--- src/hw/rtl/plc_pkg.sv ---
// Shared types and constants for the positional list store.
package plc_pkg;

  // Fixed field widths of the command beat
  localparam int unsigned CmdW = 2;
  localparam int unsigned PosW = 7;

  // Command codes; the fourth code is unused and is ignored
  typedef enum logic [CmdW-1:0] {
    CmdInsert   = 2'd0,
    CmdRemove   = 2'd1,
    CmdRetrieve = 2'd2
  } plc_cmd_e;

  // Broadcast to every cell for one accepted beat
  typedef struct packed {
    logic ins;  // open a slot at the target and load the new value
    logic rem;  // close the slot at the target
  } plc_op_t;

endpackage

--- src/hw/rtl/plc_cell.sv ---
// One list slot: holds an entry, shifts with its neighbours, drives read data.
module plc_cell import plc_pkg::*; #(
  parameter int unsigned DATA_WIDTH = 32,
  parameter int unsigned IDX_W      = 6,
  parameter int unsigned INDEX      = 0
) (
  input  logic                  clk_i,
  input  plc_op_t               op_i,
  input  logic [IDX_W-1:0]      idx_i,
  input  logic [DATA_WIDTH-1:0] value_i,
  input  logic [DATA_WIDTH-1:0] left_i,
  input  logic [DATA_WIDTH-1:0] right_i,
  output logic [DATA_WIDTH-1:0] data_o,
  output logic [DATA_WIDTH-1:0] rd_o
);

  localparam logic [IDX_W-1:0] MyIdx = IDX_W'(INDEX);

  logic [DATA_WIDTH-1:0] data_q, data_d;
  logic                  hit, above;

  assign hit   = (idx_i == MyIdx);
  assign above = (MyIdx > idx_i);

  // Pick the next entry: take from below on insert, from above on remove
  always_comb begin
    data_d = data_q;
    if (op_i.ins) begin
      if (hit) begin
        data_d = value_i;
      end else if (above) begin
        data_d = left_i;
      end
    end else if (op_i.rem && (hit || above)) begin
      data_d = right_i;
    end
  end

  always_ff @(posedge clk_i) begin
    data_q <= data_d;
  end

  assign data_o = data_q;
  // Drive the entry onto the read bus only when addressed
  assign rd_o   = hit ? data_q : '0;

endmodule

--- config.mk ---
export PLATFORM = sky130hd
export DESIGN_NAME = plc_cell
export DESIGN_NICKNAME = d
export VERILOG_FILES = /design/src/hw/rtl/plc_pkg.sv /design/src/hw/rtl/plc_cell.sv
export SDC_FILE = /design/constraint.sdc
export NUM_CORES = 1
export LEC_CHECK = 0
export BUFFER_PORTS_ARGS = -buffer_cell sky130_fd_sc_hd__buf_4
export CAP_MARGIN = 20
export CORE_MARGIN = 3
export CORE_UTILIZATION = 43
export CTS_BUF_LIST = sky130_fd_sc_hd__clkbuf_4
export CTS_CLUSTER_DIAMETER = 120
export DETAILED_ROUTE_END_ITERATION = 10
export PLACE_DENSITY_LB_ADDON = 0.08
export SYNTH_ARGS = -nofsm -noshare
export SYNTH_HDL_FRONTEND = slang
export SYNTH_SLANG_ARGS = --single-unit
--- constraint.sdc ---
create_clock -name clk_i -period 9.1 [get_ports clk_i]
set_input_delay 0 -clock clk_i [delete_from_list [all_inputs] [get_ports clk_i]]
set_output_delay 0 -clock clk_i [all_outputs]
set_load 0.03 [all_outputs]
; ---- Word-level counts from Yosys, hierarchy flattened
; Cells that the tools add are included.
[op_classes]
add_sub_neg = 0
mul = 0
div_mod_pow = 0
order_cmp = 1
eq_ne = 1
n_shift = 0
n_mux = 5
n_bitwise = 0
n_reduce_logical = 5
[op_table]
columns = operator, n
row1 = two-way mux 32 bit, 5
row2 = greater-than comparator 1 x 6 -> 1 bit (first input constant), 1
row3 = logical NOT 6 bit, 1
row4 = inequality test 3 x 1 -> 1 bit (second input constant), 1
row5 = AND reduction 2 bit, 1
row6 = nonzero test 2 bit, 1
row7 = logical AND 1 bit, 1
row8 = logical OR 1 bit, 1
[totals]
reg_bits = 32
latchBits = 0
mem_bits_rw = 0
romBits = 0
input_bits = 105
word_cells = 13
mem_count = 0

; ---- Logic depth before layout (Yosys ltp)
[depth]
ltp_word = 5
mapped_depth = 4
ltp_nobuf = 3

; ---- Worst setup path before layout
; Ideal clock, no wire load.
[synth_path]
kind = input-to-reg
from = input port idx_i[3]
to = register data_q[0], in the netlist data_o[0] (enable)
setup_time_ps = 461
arrival_time_ps = 2951
t_required_ps = 8639
setup_slack_ps = 5688
stages = 3
path_buffers = 1
path_cell_list = or4_4 buf_6 nor3_1
[synth_between]
elab_chain_cells = 5
elab_cells_between_ends = 7
[synth_rtl]
columns = item, line_no
row1 = from (decl), plc_cell.sv:9  ; input logic [IDX_W-1:0] idx_i,
row2 = greater-than comparator 1 x 6 -> 1 bit / logical NOT 6 bit (equally long branches), "plc_cell.sv:23, plc_cell.sv:22"
row3 = logical OR 1 bit, plc_cell.sv:34  ; end else if (op_i.rem && (hit || above)) begin
row4 = logical AND 1 bit, plc_cell.sv:34
row5 = nonzero test 2 bit (no source line), -
row6 = AND reduction 2 bit (no source line) *, -
row7 = to (signal assigned), plc_cell.sv:40  ; data_q <= data_d;
row8 = to (decl), plc_cell.sv:19  ; logic [DATA_WIDTH-1:0] data_q, data_d;
; Mark *: on every way between the ends. The rest lies on a longest branch, timed or not.
; A chain may end at the register's enable or synchronous reset.

; ---- Final worst setup path
[layout_path]
from = input port idx_i[3]
to = register data_q[8], in the netlist data_o[8] (enable)
; Same word-level chain as after synthesis.

==> results.py <==
metrics = {
    "yosys": {
        "avgSynthCellArea_um2": 9.22,
        "synth_seq_area_share_pct": 46.7,
        "netlist_area_um2": 2060,
        "ys_warn_count": 0,
        "synth_cell_types": 21,
        "ys_ff_latch": 32,
        "syn_nets": 328,
        "syn_inst": 223,
    },
    "drt": {
        "via_count": 2441,
        "wire_per_inst_um": 15.9,
        "vias_per_cell": 5.55,
        "antenna_left": 0,
        "drtPass1Iterations": 4,
        "finalWirelength_um": 7010,
        "first_iter_violations": 221,
        "route.detailed.drc": 0,
    },
    "power": {
        "p_leak_nw": 1.58,
        "p_switching_mw": 0.0856,
        "switching_share_pct": 24.4,
        "ir_drop_uv": 63.5,
        "power_density_nw_per_um2": 103,
        "p_comb_share_pct": 21.9,
        "p_seq_share_pct": 47.2,
        "clkPwrFrac_pct": 31.0,
        "internal_power_mw": 0.265,
    },
    "floorplanning": {
        "die_w_um": 75.1,
        "core.rowCount": 24,
        "core_area_um2": 4470,
        "die_h_um": 75.1,
        "start_util_pct": 45.9,
        "io_pins": 169,
        "die_area_um2": 5650,
    },
    "grt": {
        "grt_usage_pct": 23.2,
        "grt_pass1_vias": 2126,
        "grt_antenna_before_repair": 0,
        "grt_pass1_wl_um": 9880,
        "grt_max_degree": 66,
        "overflow": 0,
    },
    "cells_and_area": {
        "drive_gt1_share_pct": 47.4,
        "nNetsFinal": 492,
        "fin_util_pct": 76.4,
        "largest_reg_flops": 32,
        "fillCellCount": 350,
        "syn_to_final_growth_pct": 66.2,
        "antennaDiodeCount": 0,
    },
    "clocking": {
        "h-tree-depth": 2,
        "clkTransAtPathRegs_ns": 0.10,
        "clock-sinks": 32,
        "clockBufferDepth": 2,
        "cts_buffers": 5,
        "cts_tree": "yes",
        "clock-root-buffer": "clkbuf_4",
    },
    "place": {
        "hpwl_um": 4940,
        "place_congestion": 0.854,
        "portBuffers": 168,
    },
    "timing": {
        "rsz0062_at_grt": "false",
        "whs_ns": 0.0250,
        "maxSlewViolCount": 0,
        "period_minus_slack_ns": 2.06,
        "fmax_mhz": 486,
        "worstMarginPinSlew_ns": 0.969,
        "hold_viol": 0,
        "fin_tns_setup_ns": 0,
        "slew_headroom_pct": 35.0,
        "finalCritPeriodShare_pct": 22.6,
        "setup_viol": 0,
    },
    "critical_path": {
        "path_delay_family": "simple AND/OR/NAND/NOR gates",
        "worstSetupStartpointType": "input pin",
        "crit_type": "in -> reg",
        "cp_data_required_time_ns": 9.13,
        "path_common_cell": "buf_4",
        "worst-path-buf-inv": 2,
        "crit_start": "idx_i[3]",
        "critPathMaxStageDelay_ns": 0.84,
        "path_depth": 4,
        "cp-end-kind": "flip-flop",
        "critPathMaxFanout": 33,
        "cp-endpoint": "data_o[8]$_DFFE_PP_",
        "slowest_stage": "nor3_2",
        "crit_chain": "buf_4, or4_4, nor3_2, buf_4",
        "worstPathArrival_ns": 2.09,
    },
    "status": {
        "status": "finished, final reports clean",
    },
    "job": {
        "cap_viol_max_count": 0,
    },
    "worst_hold_path": {
        "hp-class": "in -> reg",
    },
}
[layout by cell type (no fill, tap or decap)]
| master | n |
|---|---|
| or4_4 | 1 |
| o21ai_0 | 19 |
| or2_2 | 1 |
| nand3_1 | 32 |
| clkbuf_4 | 5 |
| nor3_2 | 1 |
| dlygate4sd3_1 | 11 |
| clkinv_2 | 1 |
| nor2_4 | 1 |
| o21ai_1 | 13 |
| nor4_4 | 1 |
| a31oi_1 | 32 |
| edfxtp_1 | 32 |
| clkinvlp_4 | 1 |
| buf_4 | 170 |
| nor2_1 | 33 |
| and3_1 | 32 |
| buf_12 | 1 |
| bufinv_16 | 1 |
[layout make-up]
class	instances	area, µm²	area share (%)
Clock buffer	5	37.5	1.10
Clock inverter	3	42.5	1.24
Multi-Input combinational cell	166	905	26.5
Sequential cell	32	961	28.1
Tap cell	52	65.1	1.90
Timing Repair Buffer	182	1410	41.2
[worst min-delay path, delay by kind of cell]
kind,cells,cell delay [ns]
AO/OA/AOI/OAI,1,0.14
buffers and inverters,1,0.08
AND/OR/NAND/NOR,1,0.03
[per-layer routing]
| metal | up-vias | global-route usage (%) | part of all wire (%) |
|---|---|---|---|
| li1 | 1169 | - | - |
| met1 | 1112 | 27.4 | 39 |
| met2 | 145 | 40.5 | 50 |
| met3 | 15 | 6.94 | 9.7 |
| met4 | 0 | 7.57 | 1.8 |
| met5 | - | 0 | 0 |
[through the flow]
step	area (µm²)	setup slack, ns	std cells	power, mW
2_1_floorplan	2060	5.69	223	0.201
4_1_cts	3390	7.04	438	0.351
3_3_place_gp	3210	6.71	420	0.238
6_report	3420	7.04	440	0.351
5_1_grt	3420	6.93	440	0.366
3_5_place_dp	3210	6.66	420	0.240
[power groups by stage]
stage / registers (mW) / logic, mW / clock network [mW]
after floorplan: 0.171 / 0.0293 / 0
after global placement: 0.169 / 0.0696 / 0
after detailed placement: 0.169 / 0.0709 / 0
after CTS: 0.166 / 0.0747 / 0.111
after global routing: 0.166 / 0.0827 / 0.117
final: 0.165 / 0.0767 / 0.109
[cells in the mapped netlist, drive strengths merged]
master / count / share of area (%)
dlygate4sd3: 1 / 0.49
nor3: 1 / 0.24
o21ai: 32 / 7.8
dlygate4sd1: 4 / 1.7
and3: 32 / 9.7
edfxtp: 32 / 47
nor4: 1 / 1.0
buf: 9 / 4.1
or2: 1 / 0.30
nand3: 32 / 7.8
or4: 1 / 0.55
dlymetal6s2s: 1 / 0.61
a31oi: 32 / 9.7
clkbuf: 10 / 3.0
nor2: 34 / 6.2
[worst min path at each step]
stage / depth (start not counted) / startpoint / to
after floorplan: 2 / right_i[10] / data_o[10]$_DFFE_PP_
after global placement: 3 / right_i[22] / data_o[22]$_DFFE_PP_
after detailed placement: 3 / right_i[20] / data_o[20]$_DFFE_PP_
after CTS: 3 / right_i[21] / data_o[21]$_DFFE_PP_
after global routing: 3 / right_i[28] / data_o[28]$_DFFE_PP_
final: 3 / right_i[13] / data_o[13]$_DFFE_PP_
[what timing repair did]
item,in CTS,in global routing
hold endpoints to repair,10,1
gates resized for setup,0,0
setup buffers,0,0
hold buffers,10,1
[logic make-up after synthesis]
group | share of synthesized area, %
and+or+nand+nor | 25.9
AOI/OAI and AO/OA | 17.5
DFF | 46.7
buffers and inverters | 9.86
(Power assumes the default switching activity.)
